File: config.mk
export PLATFORM = sky130hd
export DESIGN_NAME = frame_slicer_with_ack_tracking
export DESIGN_NICKNAME = d
export VERILOG_FILES = /design/src/sv/fsl_pkg.sv /design/src/sv/fsl_slice_calc.sv /design/src/sv/frame_slicer_with_ack_tracking.sv
export SDC_FILE = /design/constraint.sdc
export NUM_CORES = 1
export LEC_CHECK = 0
export BUFFER_PORTS_ARGS = -buffer_cell sky130_fd_sc_hd__buf_2
export CAP_MARGIN = 20
export CORE_UTILIZATION = 59
export CTS_CLUSTER_SIZE = 20
export DETAILED_ROUTE_END_ITERATION = 8
export HOLD_SLACK_MARGIN = 0.15
export PLACE_DENSITY_LB_ADDON = 0.3
export REMOVE_ABC_BUFFERS = 1
export SYNTH_ARGS = -nofsm -noshare
export SYNTH_HDL_FRONTEND = slang
export SYNTH_SLANG_ARGS = --single-unit
export TNS_END_PERCENT = 20
File: constraint.sdc
create_clock -name clk -period 17.4 [get_ports clk]
set_clock_uncertainty 0.1 [all_clocks]
set_input_delay 1.74 -clock clk [delete_from_list [all_inputs] [get_ports clk]]
set_output_delay 1.74 -clock clk [all_outputs]
set_load 0.02 [all_outputs]
File: src/sv/fsl_pkg.sv
// Package for the frame slicer with acknowledgement tracking.
// Holds parameter defaults, field widths, request, status and kind codes and the slice info type.
// No dependencies.
package fsl_pkg;

  localparam int SLICE_BYTES_DEF = 1024;
  localparam int GROUP_SLOTS_DEF = 32;

  // wide enough for GROUP_SLOTS * SLICE_BYTES with the default parameters
  localparam int OFF_W   = 20;
  localparam int SLEN_W  = 14;
  localparam int SIDX_W  = 6;
  localparam int FLEN_W  = 16;
  localparam int FNUM_W  = 32;

  localparam logic [1:0] REQ_NEW    = 2'd0;
  localparam logic [1:0] REQ_ACK    = 2'd1;
  localparam logic [1:0] REQ_RESEND = 2'd2;

  localparam logic [1:0] ST_OK      = 2'd0;
  localparam logic [1:0] ST_TOO_LONG = 2'd1;
  localparam logic [1:0] ST_BUSY    = 2'd2;

  localparam logic KIND_HDR    = 1'b0;
  localparam logic KIND_STATUS = 1'b1;

  typedef struct packed {
    logic [SLEN_W-1:0] len;
    logic              last;
  } slice_info_t;

endpackage

File: src/sv/fsl_slice_calc.sv
// Slice length, final-slice detect and next offset for the slice walk.
// Shared by the new-frame and resend sequences. Depends on fsl_pkg.
module fsl_slice_calc import fsl_pkg::*; #(
  parameter int SLICE_BYTES = SLICE_BYTES_DEF
) (
  input  logic [FLEN_W-1:0] frame_len,
  input  logic [OFF_W-1:0]  offset,
  output slice_info_t       info,
  output logic [OFF_W-1:0]  next_offset
);

  localparam logic [OFF_W-1:0] SB = OFF_W'(SLICE_BYTES);

  logic [OFF_W-1:0] rem;

  assign rem          = OFF_W'(frame_len) - offset;
  assign info.len     = (rem < SB) ? rem[SLEN_W-1:0] : SLEN_W'(SLICE_BYTES);
  assign info.last    = (rem <= SB);
  assign next_offset  = offset + SB;

endmodule

File: src/sv/frame_slicer_with_ack_tracking.sv
// Top level of the frame slicer with selective acknowledgement tracking.
// Sequences slice walks through fsl_slice_calc. Depends on fsl_pkg.
//
//  channel | direction | transaction taken when   | payload
//  in_     | into      | start && !busy           | req_type, frame_len, ack fields
//  out_    | out of    | out_valid (one cycle)    | kind, status, header fields, last
//
// Acks, rejected or empty requests: one result, in the cycle after acceptance.
// New frame of n slices: n results on consecutive cycles, each header registered out of S_NEW.
// Resend: one walk step per slot up to the last pending one, one header per pending slot.
// busy is high for the whole walk; the single offset adder/compare unit sets the pace.
// Reset is synchronous; all slices clear, frame number zero. The receiver cannot stall.
module frame_slicer_with_ack_tracking import fsl_pkg::*; #(
  parameter int SLICE_BYTES = SLICE_BYTES_DEF,
  parameter int GROUP_SLOTS = GROUP_SLOTS_DEF
) (
  input  logic              clk,
  input  logic              rst_n,
  input  logic              start,
  output logic              busy,
  input  logic [1:0]        in_req_type,
  input  logic [FLEN_W-1:0] in_frame_len,
  input  logic [FNUM_W-1:0] in_ack_frame_number,
  input  logic [FLEN_W-1:0] in_ack_slice_index,
  output logic              out_valid,
  output logic              out_kind,
  output logic [1:0]        out_status,
  output logic [FNUM_W-1:0] out_cur_frame_number,
  output logic [FLEN_W-1:0] out_total_len,
  output logic [SIDX_W-1:0] out_slice_index,
  output logic [SLEN_W-1:0] out_slice_len,
  output logic [FLEN_W-1:0] out_slice_offset,
  output logic              out_group_empty,
  output logic              out_last
);

  localparam int IDX_W = (GROUP_SLOTS > 1) ? $clog2(GROUP_SLOTS) : 1;
  localparam logic [OFF_W-1:0] FRAME_MAX = OFF_W'(GROUP_SLOTS * SLICE_BYTES);

  typedef enum logic [1:0] {
    S_IDLE,
    S_NEW,
    S_RESEND
  } state_t;

  state_t                 state_r;
  logic [GROUP_SLOTS-1:0] pending_r;
  logic [GROUP_SLOTS-1:0] scan_r;
  logic [FNUM_W-1:0]      frame_number_r;
  logic [FLEN_W-1:0]      frame_length_r;
  logic [SIDX_W-1:0]      idx_r;
  logic [OFF_W-1:0]       off_r;

  logic                   out_valid_r;
  logic                   out_kind_r;
  logic [1:0]             out_status_r;
  logic [FNUM_W-1:0]      out_cur_frame_number_r;
  logic [FLEN_W-1:0]      out_total_len_r;
  logic [SIDX_W-1:0]      out_slice_index_r;
  logic [SLEN_W-1:0]      out_slice_len_r;
  logic [FLEN_W-1:0]      out_slice_offset_r;
  logic                   out_group_empty_r;
  logic                   out_last_r;

  slice_info_t            info;
  logic [OFF_W-1:0]       off_nxt;
  logic                   accept;
  logic                   ack_hit;
  logic [GROUP_SLOTS-1:0] ack_pending_nxt;
  logic [IDX_W-1:0]       ack_idx;
  logic                   any_pending;
  logic                   scan_last;

  fsl_slice_calc #(
    .SLICE_BYTES(SLICE_BYTES)
  ) u_calc (
    .frame_len  (frame_length_r),
    .offset     (off_r),
    .info       (info),
    .next_offset(off_nxt)
  );

  assign accept      = start && (state_r == S_IDLE);
  assign any_pending = (pending_r != '0);
  assign ack_idx     = in_ack_slice_index[IDX_W-1:0];
  assign ack_hit     = (in_ack_frame_number == frame_number_r)
                    && (in_ack_slice_index < FLEN_W'(GROUP_SLOTS))
                    && pending_r[ack_idx];
  assign scan_last   = ((scan_r >> 1) == '0);

  always_comb begin
    ack_pending_nxt = pending_r;
    if (ack_hit) begin
      ack_pending_nxt[ack_idx] = 1'b0;
    end
  end

  always_ff @(posedge clk) begin
    if (!rst_n) begin
      state_r        <= S_IDLE;
      pending_r      <= '0;
      frame_number_r <= '0;
      frame_length_r <= '0;
      out_valid_r    <= 1'b0;
    end else begin
      out_valid_r <= 1'b0;
      unique case (state_r)
        S_IDLE: begin
          if (accept) begin
            out_kind_r             <= KIND_STATUS;
            out_status_r           <= ST_OK;
            out_cur_frame_number_r <= frame_number_r;
            out_total_len_r        <= '0;
            out_slice_index_r      <= '0;
            out_slice_len_r        <= '0;
            out_slice_offset_r     <= '0;
            out_group_empty_r      <= !any_pending;
            out_last_r             <= 1'b1;
            idx_r                  <= '0;
            off_r                  <= '0;
            case (in_req_type)
              REQ_NEW: begin
                if (any_pending) begin
                  out_valid_r  <= 1'b1;
                  out_status_r <= ST_BUSY;
                end else if (OFF_W'(in_frame_len) > FRAME_MAX) begin
                  out_valid_r  <= 1'b1;
                  out_status_r <= ST_TOO_LONG;
                end else if (in_frame_len == '0) begin
                  out_valid_r            <= 1'b1;
                  frame_length_r         <= '0;
                  frame_number_r         <= frame_number_r + 1'b1;
                  out_cur_frame_number_r <= frame_number_r + 1'b1;
                end else begin
                  frame_length_r <= in_frame_len;
                  state_r        <= S_NEW;
                end
              end
              REQ_ACK: begin
                out_valid_r       <= 1'b1;
                pending_r         <= ack_pending_nxt;
                out_group_empty_r <= (ack_pending_nxt == '0);
                if (ack_hit && (ack_pending_nxt == '0)) begin
                  frame_number_r         <= frame_number_r + 1'b1;
                  out_cur_frame_number_r <= frame_number_r + 1'b1;
                end
              end
              REQ_RESEND: begin
                if (any_pending) begin
                  scan_r  <= pending_r;
                  state_r <= S_RESEND;
                end else begin
                  out_valid_r <= 1'b1;
                end
              end
              default: begin
                out_valid_r <= 1'b1;
              end
            endcase
          end
        end
        S_NEW: begin
          out_valid_r                    <= 1'b1;
          out_kind_r                     <= KIND_HDR;
          out_status_r                   <= ST_OK;
          out_cur_frame_number_r         <= frame_number_r;
          out_total_len_r                <= frame_length_r;
          out_slice_index_r              <= idx_r;
          out_slice_len_r                <= info.len;
          out_slice_offset_r             <= off_r[FLEN_W-1:0];
          out_group_empty_r              <= 1'b0;
          out_last_r                     <= info.last;
          pending_r[idx_r[IDX_W-1:0]]    <= 1'b1;
          idx_r                          <= idx_r + 1'b1;
          off_r                          <= off_nxt;
          if (info.last) begin
            state_r <= S_IDLE;
          end
        end
        S_RESEND: begin
          if (scan_r[0]) begin
            out_valid_r            <= 1'b1;
            out_kind_r             <= KIND_HDR;
            out_status_r           <= ST_OK;
            out_cur_frame_number_r <= frame_number_r;
            out_total_len_r        <= frame_length_r;
            out_slice_index_r      <= idx_r;
            out_slice_len_r        <= info.len;
            out_slice_offset_r     <= off_r[FLEN_W-1:0];
            out_group_empty_r      <= 1'b0;
            out_last_r             <= scan_last;
            if (scan_last) begin
              state_r <= S_IDLE;
            end
          end
          scan_r <= scan_r >> 1;
          idx_r  <= idx_r + 1'b1;
          off_r  <= off_nxt;
        end
        default: begin
          state_r <= S_IDLE;
        end
      endcase
    end
  end

  assign busy                 = (state_r != S_IDLE);
  assign out_valid            = out_valid_r;
  assign out_kind             = out_kind_r;
  assign out_status           = out_status_r;
  assign out_cur_frame_number = out_cur_frame_number_r;
  assign out_total_len        = out_total_len_r;
  assign out_slice_index      = out_slice_index_r;
  assign out_slice_len        = out_slice_len_r;
  assign out_slice_offset     = out_slice_offset_r;
  assign out_group_empty      = out_group_empty_r;
  assign out_last             = out_last_r;

  a_status_last: assert property (@(posedge clk) disable iff (!rst_n)
    out_valid && (out_kind == KIND_STATUS) |-> out_last)
    else $error("status transaction without final mark");

  a_more_busy: assert property (@(posedge clk) disable iff (!rst_n)
    out_valid && !out_last |-> busy)
    else $error("non-final result while sequencer is idle");

  a_hdr_len: assert property (@(posedge clk) disable iff (!rst_n)
    out_valid && (out_kind == KIND_HDR) |-> (out_slice_len != '0) && !out_group_empty)
    else $error("slice header with zero length or empty group");

  a_advance: assert property (@(posedge clk) disable iff (!rst_n)
    (frame_number_r != $past(frame_number_r)) |-> (pending_r == '0))
    else $error("frame number advanced with slices pending");

endmodule

# After elaboration in Yosys (flattened, before gate mapping)
# Index checks and enable logic that the tools add are counted.
[op_classes]
addsub = 4
n_lt_le_gt_ge = 8
eq_ne = 17
muxes = 70
n_bitwise = 5
reduce_logical = 26
[ops]
columns = ["op", "count"]
rows = [
  ["$mux W32", 12],
  ["$pmux W32 S2", 3],
  ["$pmux W16 S3", 2],
  ["$pmux W32 S3", 1],
  ["$logic_not A32 Y1", 2],
  ["$mux W16", 4],
  ["$mux W14", 3],
  ["$pmux W14 S3", 1],
  ["$pmux W20 S2", 1],
  ["$add A32 B1 Y32 const B", 1],
  ["$and A32 B32 Y32", 1],
  ["$eq A32 B32 Y1", 1],
  ["$not A32 Y32", 1],
  ["$or A32 B32 Y32", 1],
  ["$reduce_bool A32 Y1", 1],
  ["$mux W2", 12],
  ["$add A20 B11 Y20 const B", 1],
  ["$le A20 B11 Y1 const B", 1],
  ["$lt A20 B11 Y1 const B", 1],
  ["$mux W20", 1],
  ["$sub A16 B20 Y20", 1],
  ["$pmux W6 S3", 1],
  ["$gt A16 B16 Y1 const B", 1],
  ["$logic_not A16 Y1", 1],
  ["other kinds (31)", 75],
]
[totals]
register_bits = 230
in_bits = 69
output_inout_bits = 91
wordCells = 147

# Depth between registers and ports, before layout
# Gate-level depths: netlist (run 1).
[logic_depth]
word_depth = 13
depth_mapped = 15
depth_no_buf = 12

# By module
# A second synthesis (run 1) with hierarchy kept.
[unflattened]
hier_cells = 1401
area_unflattened_um2 = 13545.5
[modules_own_cells]
columns = ["module", "instances", "cells_each", "area_each_um2", "seq_area_each_um2"]
rows = [
  ["frame_slicer_with_ack_tracking", 1, 1184, 12089.1, 6075.8],
  ["fsl_slice_calc", 1, 217, 1456.4, 0.0],
]

# Worst setup path after synthesis (run 1)
# OpenSTA, ideal clock, no wires.
[synth_path]
path_type = "input-to-reg"
from = "in rst_n"
to = "reg out_cur_frame_number_r[0] (netlist: out_cur_frame_number[0]) (enable)"
setup_ps = 938
arrival_ps = 14368
slack_ps = 1994
cell_stages = 3
path_cell_list = "inv_1 clkbuf_1 a2111oi_0"
[synth_between]
elab_chain_len = 1
[synth_rtl]
columns = ["item", "line", "text"]
rows = [
  ["from (decl)", "frame_slicer_with_ack_tracking.sv:18", "input logic rst_n,"],
  ["$reduce_and A4 Y1 (no source line)", "n/a", ""],
  ["to (signal assigned)", "frame_slicer_with_ack_tracking.sv:112", "out_cur_frame_number_r <= frame_number_r;"],
  ["to (signal assigned)", "frame_slicer_with_ack_tracking.sv:133", "out_cur_frame_number_r <= frame_number_r + 1'b1;"],
  ["to (signal assigned)", "frame_slicer_with_ack_tracking.sv:145", "out_cur_frame_number_r <= frame_number_r + 1'b1;"],
  ["to (decl)", "frame_slicer_with_ack_tracking.sv:57", "logic [FNUM_W-1:0] out_cur_frame_number_r;"],
]
# Every way passes these cells.
# A chain may end at the register's enable or synchronous reset.

# Worst setup path in the final report (run 1)
[layout_path]
from = "in in_ack_frame_number[1]"
to = "reg out_cur_frame_number_r[1] (netlist: out_cur_frame_number[1]) (data pin)"
[layout_between]
elab_chain_len = 10
[layout_rtl]
columns = ["item", "line", "text"]
rows = [
  ["from (decl)", "frame_slicer_with_ack_tracking.sv:23", "input logic [FNUM_W-1:0] in_ack_frame_number,"],
  ["$eq A32 B32 Y1 (*)", "frame_slicer_with_ack_tracking.sv:86", "assign ack_hit = (in_ack_frame_number == frame_number_r)"],
  ["$logic_and A1 B1 Y1 (*)", "frame_slicer_with_ack_tracking.sv:87", "&& (in_ack_slice_index < FLEN_W'(GROUP_SLOTS))"],
  ["$logic_and A1 B1 Y1 (*)", "frame_slicer_with_ack_tracking.sv:88", "&& pending_r[ack_idx];"],
  ["$mux W32", "frame_slicer_with_ack_tracking.sv:93", "if (ack_hit) begin"],
  ["$logic_not A32 Y1", "frame_slicer_with_ack_tracking.sv:143", "if (ack_hit && (ack_pending_nxt == '0)) begin"],
  ["$logic_and A1 B1 Y1 (*)", "frame_slicer_with_ack_tracking.sv:143", ""],
  ["$mux W32 (*)", "n/a", ""],
  ["$pmux W32 S2 (*)", "frame_slicer_with_ack_tracking.sv:121", "case (in_req_type)"],
  ["$mux W32 (*)", "frame_slicer_with_ack_tracking.sv:109", "if (accept) begin"],
  ["$pmux W32 S3 (*)", "frame_slicer_with_ack_tracking.sv:107", "unique case (state_r)"],
]
# Mark *: on every way between the ends. The rest lies on a longest branch, timed or not. The select of a mux whose other input is x is not followed.

==> out/summary.txt, run 1 <==
Status: finished clean
Worst slew margin: 26.45%
Worst-Margin Slew: 1103 ps
DP Worst Slack: 11000 ps
Clock Sinks: 210
Initial Util: 60.17%
Final std cells w/o fill: 1631
Synth area leaders: edfxtp_1 31%, dfxtp_1 14%, nor2_1 3.5%
Die Height: 145.7 microns
Max Clk Rate: 176.5 MHz
Largest net degree at the start of global routing: 80
GP Congestion: 0.9512
Leakage: 5.017 nW
Hold Startpoint: frame_length_r[11]
Clock buffer depth: 3
Vias in the first global route: 9934
Detailed Place HPWL: 22.63 mm
Via-to-Cell Ratio: 6.477
Crit-path max FO: 25
TritonCTS clock tree: done
Tot Pwr: 1.318 mW
Reg2Reg Launch Point: frame_number_r[20]
First-pass GRT wire length: 53.51 mm
P per Cell Area: 95.43 nW/um^2
Most common cell in the synthesized netlist: edfxtp_1
WL final: 33.62 mm
Yosys reg bits: 210
RSZ-0062 raised after global routing: false
Seq/Total Area, Yosys: 44.97%
Top FF cell, synth: edfxtp_1
Core Area: 20230 sq um
Worst-Skew Late Latency: 520 ps
Register-to-register setup slack: 12390 ps
Fillers: 1568
CP max-delay cell: nand4_2
Critical path cell sequence: buf_2 > xnor2_1 > nand3_1 > nor4_4 > nand4_4 > nor3_1 > a21boi_1 > nor4_2 > nand4_2 > buf_16 > a211oi_1 > mux2_2
WP data arrival: 5840 ps
# hold bufs at CTS: 0
CP startpoint: in_ack_frame_number[1]
CP Data Required Time: 17570 ps
Netlist cell types: 77
Die area: 21220 sq um
Max-cap viol count: 0
1st-pass router iterations: 6
Worst R2R End: out_cur_frame_number[1]
Syn Inst Count: 1250
# IOs: 160
Root Buffer: clkbuf_16
Avg WL per Cell: 20.61 microns
Gr ovfl total: 0
Num rows: 52
CTS-repair resized insts: 0
Hold Path Depth: 2
Number of setup violations in the final report: 0
Worst-path clk slew: 60 ps
Yosys warns: 0
Area growth from synthesis to layout: 13.44%
Critical path class: in -> reg
Avg Inst Size Synth: 9.740 sq um
Pins Over Slew Limit: 0
Post-synth ARST share: 0%
Top cell type's share of synthesized area: 31.32%
GR Util All Layers: 31.54%
Tmin final: 5665 ps
Post-route ant nets: 0
Fin crit share: 32.56%
Post-synth top cells: 127 x edfxtp_1, 115 x nor2_1, 83 x dfxtp_1
Max incr delay on CP: 540 ps
Initial antenna violation count: 1
VDD IR max: 0.06996 mV
CTS H-tree depth: 1
# DRC: 0
Die W: 145.7 microns
Final TNS setup: 0 ps
Final Hold Fails: 0
Worst hold path class: reg -> reg
Via Count: 10560
CP Capture Type: register
Layout cell share with drive strength beyond 1: 22.06%
Setup crit start kind: input pin
IO Port Bufs: 149
Iteration-0 DRC count of the detailed router: 1248
EDFF count, synth: 127
Post-synth top area cell: edfxtp_1
FF-to-FF path depth: 11
Post-CTS Setup Bufs: 0
Hold path endpoint: frame_length_r[11]
CTS Buf Count: 23
Mapped Area: 12180 sq um
Post-route setup slack: 11740 ps
Nets: 1429
Placed Cells: 1587
Utilization after layout: 68.26%
area by class of cell:
class | instances | area, sq um | area share, %
inverters | 25 | 93.84 | 0.6794
clock buffers | 24 | 589.3 | 4.267
repair buffers | 167 | 900.9 | 6.522
well taps | 270 | 337.8 | 2.446
flip-flops and latches | 210 | 5475 | 39.64
diodes | 1 | 2.502 | 0.01812
multi-input cells | 916 | 6156 | 44.57
clock inverters | 18 | 256.5 | 1.857
placed cells by master (no fill, tap or decap), types with 19 or more instances in the layout:
master     netlist  layout
a2111oi_2       18      19
a21oi_1         68      67
and2_1          32      32
and3_1          25      25
buf_2           10     149
clkbuf_16        0      23
dfxtp_1         83      83
edfxtp_1       127     127
inv_1           24      24
mux2_2          31      31
mux2i_1         22      22
nand2_1         71      71
nand3_1         56      56
nand4_1         32      32
nor2_1         115     114
nor3_1          41      41
nor4_1          31      31
o211ai_1        21      21
o21ai_0         47      47
o31ai_1         24      24
xnor2_1         38      38
xor2_1          30      30
cells by family after synthesis:
| family | Yosys count | synth area share [%] |
|---|---|---|
| buffers and inverters | 136 | 4.964 |
| flip-flops | 210 | 44.97 |
| multiplexers | 62 | 6.340 |
| AO/OA/AOI/OAI | 269 | 16.05 |
| other | 1 | 0.03080 |
| adder cells (fa/ha/maj) | 17 | 1.747 |
| XOR/XNOR | 68 | 4.892 |
| AND/OR/NAND/NOR | 487 | 21.01 |
report_power, final:
group	internal (mW)	total, mW	switching, mW
sequential	0.563	0.580	0.0170
clock	0.336	0.545	0.208
combinational	0.0567	0.193	0.137
per-layer routing:
metal | part of all wire [%] | GRT usage, % | wire, microns | vias up
met1 | 42 | 43.53 | 13970 | 5021
met4 | 3.5 | 12.58 | 1177 | 0
met3 | 9.2 | 4.984 | 3082 | 102
met2 | 46 | 49.95 | 15390 | 590
li1 | - | - | - | 4851
met5 | 0 | 0 | 0 | -
per-stage QoR:
stage                     instance area, sq um  hold WS, ps
after CTS                                13780        430.2
after floorplan                          11710        377.9
after global routing                     13810        466.8
after detailed placement                 12940        415.6
after global placement                   12940        409.1
final                                    13810        433.2
worst max-delay path: cells and delay by family:
family | cells | cell delay [ps]
buf+inv | 2 | 470
mux | 1 | 390
xor+xnor | 1 | 290
compound gates | 2 | 520
simple gates | 6 | 2410
state kept, by name, indices dropped and copies added (netlist names):
| register | flops |
|---|---|
| out_group_empty | 1 |
| out_last | 1 |
| out_status | 2 |
| idx_r | 6 |
| state_r | 2 |
| out_total_len | 16 |
| scan_r | 32 |
| out_slice_index | 6 |
| pending_r | 32 |
| out_kind | 1 |
| out_valid | 1 |
| out_cur_frame_number | 32 |
| frame_length_r | 16 |
| out_slice_offset | 6 |
| frame_number_r | 32 |
| off_r | 10 |
| out_slice_len | 14 |
worst max-delay path by stage:
stage	endpoint	depth (start not counted)	slack [ps]
after floorplan	out_cur_frame_number[0]	2	1850
after global placement	out_cur_frame_number[1]	11	11080
after detailed placement	out_cur_frame_number[1]	11	11000
after CTS	out_cur_frame_number[1]	11	11540
after global routing	out_cur_frame_number[1]	12	11450
final	out_cur_frame_number[1]	12	11740
No activity file was read; power rests on OpenSTA's default activity.
==> run 2: changes to the inputs <==
CORE_UTILIZATION = 53   (was 59)
clock period = 5 ns   (was 17.4 ns; I/O delays follow)
==> run 2 against run 1 <==
  * Flip-flop and latch count unchanged
  * Largest power group unchanged
  * Cell area about the same
  * Via count down 1.2%
  * Non-clock buffer count up 10
  * Cell count up 1.5%
  * Critical path depth down 1
  * Count of clock-buffer cells in the layout up 10
  * First-iteration DRC count down 13%
  * Largest cell class unchanged
==> out/summary.txt, run 2 (same netlist as run 1, synthesis figures left out) <==
Status: finished clean
Root Buffer: clkbuf_16
Max-cap viol count: 0 (unchanged)
Nets: 1439 (+0.70%)
Initial Util: 53.94% (-6.2 points)
Crit-path max FO: 25 (unchanged)
CP Capture Type: register
CTS-repair resized insts: 0 (unchanged)
Iteration-0 DRC count of the detailed router: 1090 (-13%)
Commonest non-fill, non-tap cell in the layout: buf_2
P per Cell Area: 316.2 nW/um^2 (+230%)
Critical path cell sequence: xnor2_1 > nand4_1 > nor4_4 > nand4_4 > nor3_1 > a21boi_1 > nor4_2 > nand4_2 > buf_4 > a2111oi_0 > xor2_1
Crit path buf inv count: 1 (-1)
Most frequent cells in the layout: 149 x buf_2, 127 x edfxtp_1, 114 x nor2_1, 83 x dfxtp_1, 71 x nand2_1
Final Hold Fails: 0 (unchanged)
GP Congestion: 0.9396 (-1.2%)
Via-to-Cell Ratio: 6.303 (-2.7%)
Initial antenna violation count: 0 (-1)
Tmin final: 4355 ps
Layout cell share with drive strength beyond 1: 21.97% (-0.088 points)
WP data arrival: 4490 ps (-1350 ps)
Critical path class: reg -> reg
FF-to-FF path depth: 11 (unchanged)
Gr ovfl total: 0 (unchanged)
Leakage: 5.022 nW (+0.10%)
TritonCTS clock tree: done
Core Area: 22570 sq um (+12%)
First-pass GRT wire length: 53.54 mm (about the same)
Number of setup violations in the final report: 0 (unchanged)
Placed Cells: 1607 (+1.3%)
Vias in the first global route: 9754 (-1.8%)
Worst-Margin Slew: 1078 ps (-24.83 ps)
Clock buffer depth: 3 (unchanged)
Area growth from synthesis to layout: 13.35% (about the same)
Reg2Reg Launch Point: frame_number_r[24]
Hold Startpoint: in_frame_len[8]
Worst hold path class: in -> reg
Num rows: 55 (+5.8%)
Multi-input gate area: 6156 sq um (unchanged)
Worst-Skew Late Latency: 520 ps (about the same)
# DRC: 0 (unchanged)
Max incr delay on CP: 570 ps (+30 ps)
Worst slew margin: 28.10% (+1.7 points)
CP Data Required Time: 5130 ps (-12440 ps)
IO Port Bufs: 149 (unchanged)
Worst-path clk slew: 60 ps (about the same)
Fin crit share: 87.09%
WL final: 34.04 mm (+1.3%)
Register Area: 5475 sq um (unchanged)
Hold path endpoint: frame_length_r[8]
Die Height: 153.6 microns (+5.4%)
# IOs: 160 (unchanged)
Fillers: 1910 (+22%)
Avg WL per Cell: 20.57 microns (-0.21%)
Largest net degree at the start of global routing: 86 (+7.5%)
Delay-heaviest family, CP: simple AND/OR/NAND/NOR gates
Diodes inserted: 0 (-1)
Final std cells w/o fill: 1655 (+1.5%)
Die area: 23580 sq um (+11%)
CP max-delay cell: nor4_4
Hold Path Depth: 3 (+1)
Detailed Place HPWL: 23.13 mm (+2.2%)
Worst R2R End: out_cur_frame_number[4]
Setup crit start kind: register
CTS H-tree depth: 1 (unchanged)
CTS Buf Count: 23 (unchanged)
1st-pass router iterations: 6 (unchanged)
Pins Over Slew Limit: 0 (unchanged)
VDD IR max: 0.2089 mV (+200%)
Post-route ant nets: 0 (unchanged)
Clock Sinks: 210 (unchanged)
Max Clk Rate: 229.6 MHz
Die W: 153.6 microns (+5.4%)
Register-to-register setup slack: 650 ps (-11740 ps)
RSZ-0062 raised after global routing: false
Utilization after layout: 61.14% (-7.1 points)
GR Util All Layers: 28.53% (-3.0 points)
Via Count: 10430 (-1.2%)
==> run 2: cell types whose count changed in the layout (fill, tap and decap cells not counted) <==
| cell | previous run | this run |
|---|---|---|
| clkinv_1 | 5 | 2 |
| dlygate4sd3_1 | 0 | 5 |
| bufinv_16 | 6 | 1 |
| clkbuf_1 | 0 | 7 |
| clkinvlp_4 | 4 | 1 |
| clkinv_4 | 1 | 0 |
| clkbuf_8 | 1 | 4 |
| diode_2 | 1 | 0 |
| buf_4 | 17 | 22 |
| clkinv_2 | 1 | 3 |
==> run 2: cell type report <==
class,count,share of cell area [%]
multi-input cells,916,44.61
flip-flops and latches,210,39.67
repair buffers,177,7.162
clock buffers,34,4.760
well taps,285,2.584
inverters,25,0.6800
clock inverters,8,0.5349
==> run 2: stage by stage <==
| stage | setup TNS, ps | setup slack, ps | power (mW) | hold WS [ps] | cell area (sq um) |
|---|---|---|---|---|---|
| floorplan | -744950 | -9430 | 2.489 | 377.9 | 11710 |
| global placement | 0 | 683.3 | 2.709 | 411.7 | 12990 |
| detailed placement | 0 | 522.7 | 2.722 | 420.4 | 12990 |
| CTS | 0 | 689.0 | 4.374 | 161.4 | 13770 |
| global route | 0 | 334.6 | 4.511 | 174.0 | 13800 |
| finish | 0 | 645.5 | 4.363 | 178.5 | 13800 |
==> run 2: routing by layer <==
layer  part of all wire [%]  up-vias  routed length, microns  track usage (%)
met5                      0        -                       0                0
met4                    2.8        0                     970            9.190
met3                    8.3       78                    2833            3.833
met2                     47      558                   15870            46.26
met1                     42     4916                   14370            39.58
li1                       -     4880                       -                -
==> run 2: what timing repair did <==
action | CTS | global route
hold buffers | 5 | 0
hold endpoints to repair | 5 | 0
buffers inserted | 0 | 0
==> run 2: tightest hold or removal path, stage by stage <==
cell,delay (ps)
buf_2,100
mux2i_1,70
nor2_1,80
==> run 2: power by group <==
| group | switching [mW] | total, mW | internal [mW] | leakage, nW |
|---|---|---|---|---|
| Clock | 0.704 | 1.67 | 0.963 | 0.357 |
| Combinational | 0.475 | 0.677 | 0.202 | 2.77 |
| Sequential | 0.0597 | 2.02 | 1.96 | 1.89 |
==> run 2: how the worst max path moves through the flow <==
stage,start,end,slack (ps),cells past startpoint
2_1_floorplan,state_r[0],out_cur_frame_number[0],-9430,3
3_3_place_gp,in_ack_slice_index[1],out_cur_frame_number[4],680,12
3_5_place_dp,in_ack_slice_index[8],out_cur_frame_number[4],520,12
4_1_cts,frame_number_r[11],out_cur_frame_number[4],690,11
5_1_grt,frame_number_r[9],out_cur_frame_number[4],330,11
6_report,frame_number_r[24],out_cur_frame_number[4],650,11
==> run 3: changes to the inputs <==
CORE_MARGIN = 2   (was not set)
CORE_UTILIZATION = 59   (was 53)
clock period = 4.72 ns   (was 5 ns; I/O delays follow)
==> run 3 against run 2 <==
  * Fmax grew 0.58%
  * Combinational power is 8.7% higher
  * Register-to-register slack got worse by 250 ps
  * Worst setup slack lost 250 ps
  * Cell area rose by 0.81%
  * Sequential power grew 6%
  * Cell count is essentially flat
  * Die area down 7.5%
  * Critical path type unchanged
  * Highest routed layer unchanged
==> out/summary.txt, run 3 (same netlist as run 1, synthesis figures left out) <==
DP Area: 13060 sq um (+0.49%)
Post-CTS Setup Bufs: 0 (unchanged)
Gate power share: 15.7% (+0.2 points)
Via Count: 10740 (+3.0%)
Iteration-0 DRC count of the detailed router: 1269 (+16%)
P per Cell Area: 336.2 nW/um^2 (+6.4%)
Max Clk Rate: 231.0 MHz (+0.58%)
Num rows: 52 (-5.5%)
GR Util All Layers: 31.62% (+3.1 points)
Via-to-Cell Ratio: 6.487 (+2.9%)
Clock Sinks: 210 (unchanged)
Setup crit start kind: register
CTS-repair resized insts: 0 (unchanged)
CP Data Required Time: 4880 ps (-250 ps)
First-pass GRT wire length: 54.92 mm (+2.6%)
Clock buffer depth: 3 (unchanged)
WP data arrival: 4490 ps (about the same)
WHS: 160.2 ps (-18.35 ps)
Final Hold Fails: 0 (unchanged)
Leakage: 5.090 nW (+1.4%)
Die Height: 147.7 microns (-3.8%)
WL final: 35.05 mm (+3.0%)
Placed Cells: 1603 (-0.25%)
Vias in the first global route: 10080 (+3.3%)
Worst slew margin: 21.58% (-6.5 points)
Cell Int Power: 3.350 mW (+7.2%)
Worst-path clk slew: 70 ps (about the same)
Finished Cell Area: 13910 sq um (+0.81%)
Initial antenna violation count: 2 (+2)
Flop pwr share: 45.7% (-0.6 points)
RSZ-0062 raised after global routing: false
Worst-Skew Late Latency: 520 ps (about the same)
CP Capture Type: register
1st-pass router iterations: 8 (+2)
Max-cap viol count: 0 (unchanged)
Fin crit share: 91.73% (+4.6 points)
Detailed Place HPWL: 23.91 mm (+3.3%)
TritonCTS clock tree: done
Core Area: 20230 sq um (-10%)
Met1 GRT Util: 44.66% (+5.1 points)
Most frequent cells in the layout: 149 x buf_2, 127 x edfxtp_1, 114 x nor2_1, 83 x dfxtp_1, 71 x nand2_1
CTS H-tree depth: 1 (unchanged)
IO Port Bufs: 149 (unchanged)
Post-route ant nets: 0 (unchanged)
Layout cell share with drive strength beyond 1: 22.47% (+0.50 points)
GP Congestion: 0.9699 (+3.2%)
Final std cells w/o fill: 1656 (+0.060%)
# IOs: 160 (unchanged)
Pins Over Slew Limit: 0 (unchanged)
GR Layer Usage met3: 5.463% (+1.6 points)
# DRC: 0 (unchanged)
Avg WL per Cell: 21.17 microns (+2.9%)
Initial Util: 60.17% (+6.2 points)
Root Buffer: clkbuf_16
Worst hold path class: in -> reg
# hold bufs at CTS: 11 (+6)
Fillers: 1566 (-18%)
Tmin final: 4330 ps (-25.01 ps)
Gr ovfl total: 0 (unchanged)
VDD IR max: 0.2627 mV (+26%)
CTS Buf Count: 22 (-4.3%)
Status: finished clean
Commonest non-fill, non-tap cell in the layout: buf_2
M2 GR Usage: 49.95% (+3.7 points)
Tot Pwr: 4.678 mW (+7.2%)
Psw: 1.327 mW (+7.2%)
Number of setup violations in the final report: 0 (unchanged)
Area growth from synthesis to layout: 14.26%
Crit-path max FO: 25 (unchanged)
Die area: 21800 sq um (-7.5%)
Nets: 1454 (+1.0%)
Net Sw Frac: 28.38% (about the same)
Worst-Margin Slew: 1173 ps (+94.93 ps)
Critical path class: reg -> reg
Clock power share: 38.5% (+0.3 points)
Grt peak-use layer: met2
Die W: 147.7 microns (-3.8%)
Largest net degree at the start of global routing: 86 (unchanged)
## run 3: metrics by stage
stage | util, % | setup TNS [ps] | setup slack, ps
floorplan | - | -767070 | -9710
global placement | 64.53 | 0 | 423.0
detailed placement | 64.53 | 0 | 299.5
CTS | 68.73 | 0 | 390.2
global route | 68.74 | 0 | 62.49
finish | 68.75 | 0 | 390.5
## run 3: worst paths after layout
kind / slack (ps) / to / cells after the start / from
worst min register to register: 430 / frame_length_r[10] / 2 / frame_length_r[10]
worst max-delay path: 390 / out_cur_frame_number[1] / 11 / frame_number_r[24]
worst min-delay path: 160 / frame_length_r[11] / 3 / in_frame_len[11]
worst max register to register: 390 / out_cur_frame_number[1] / 11 / frame_number_r[24]
## run 3: power by group through the flow
stage	clock [mW]	combinational (mW)	sequential, mW
2_1_floorplan	0	0.349	2.29
4_1_cts	1.81	0.728	2.14
6_report	1.80	0.736	2.14
5_1_grt	1.89	0.795	2.15
3_3_place_gp	0	0.703	2.17
3_5_place_dp	0	0.718	2.18
## run 3: layout make-up
type,count,area (sq um),share of cell area [%]
inverter,25,93.84,0.6745
timing repair buffer,193,1104,7.932
tap,270,337.8,2.428
antenna,2,5.005,0.03597
clock buffer,26,586.8,4.218
multi-input combinational,916,6156,44.25
sequential,210,5475,39.36
clock inverter,14,153.9,1.106
## run 3: critical path: stages (launching register included)
cell	delay [ps]
dfxtp_1	510
xnor2_1	190
nand4_1	170
nor4_4	560
nand4_4	430
nor3_1	430
a21boi_1	150
nor4_2	390
nand4_2	160
buf_4	220
a211oi_1	390
mux2_2	380
## run 3: per-layer routing
layer / share of wire, % / vias to the layer above
li1: - / 4903
met2: 46 / 582
met4: 2.7 / 0
met5: 0 / -
met3: 9.1 / 88
met1: 42 / 5170
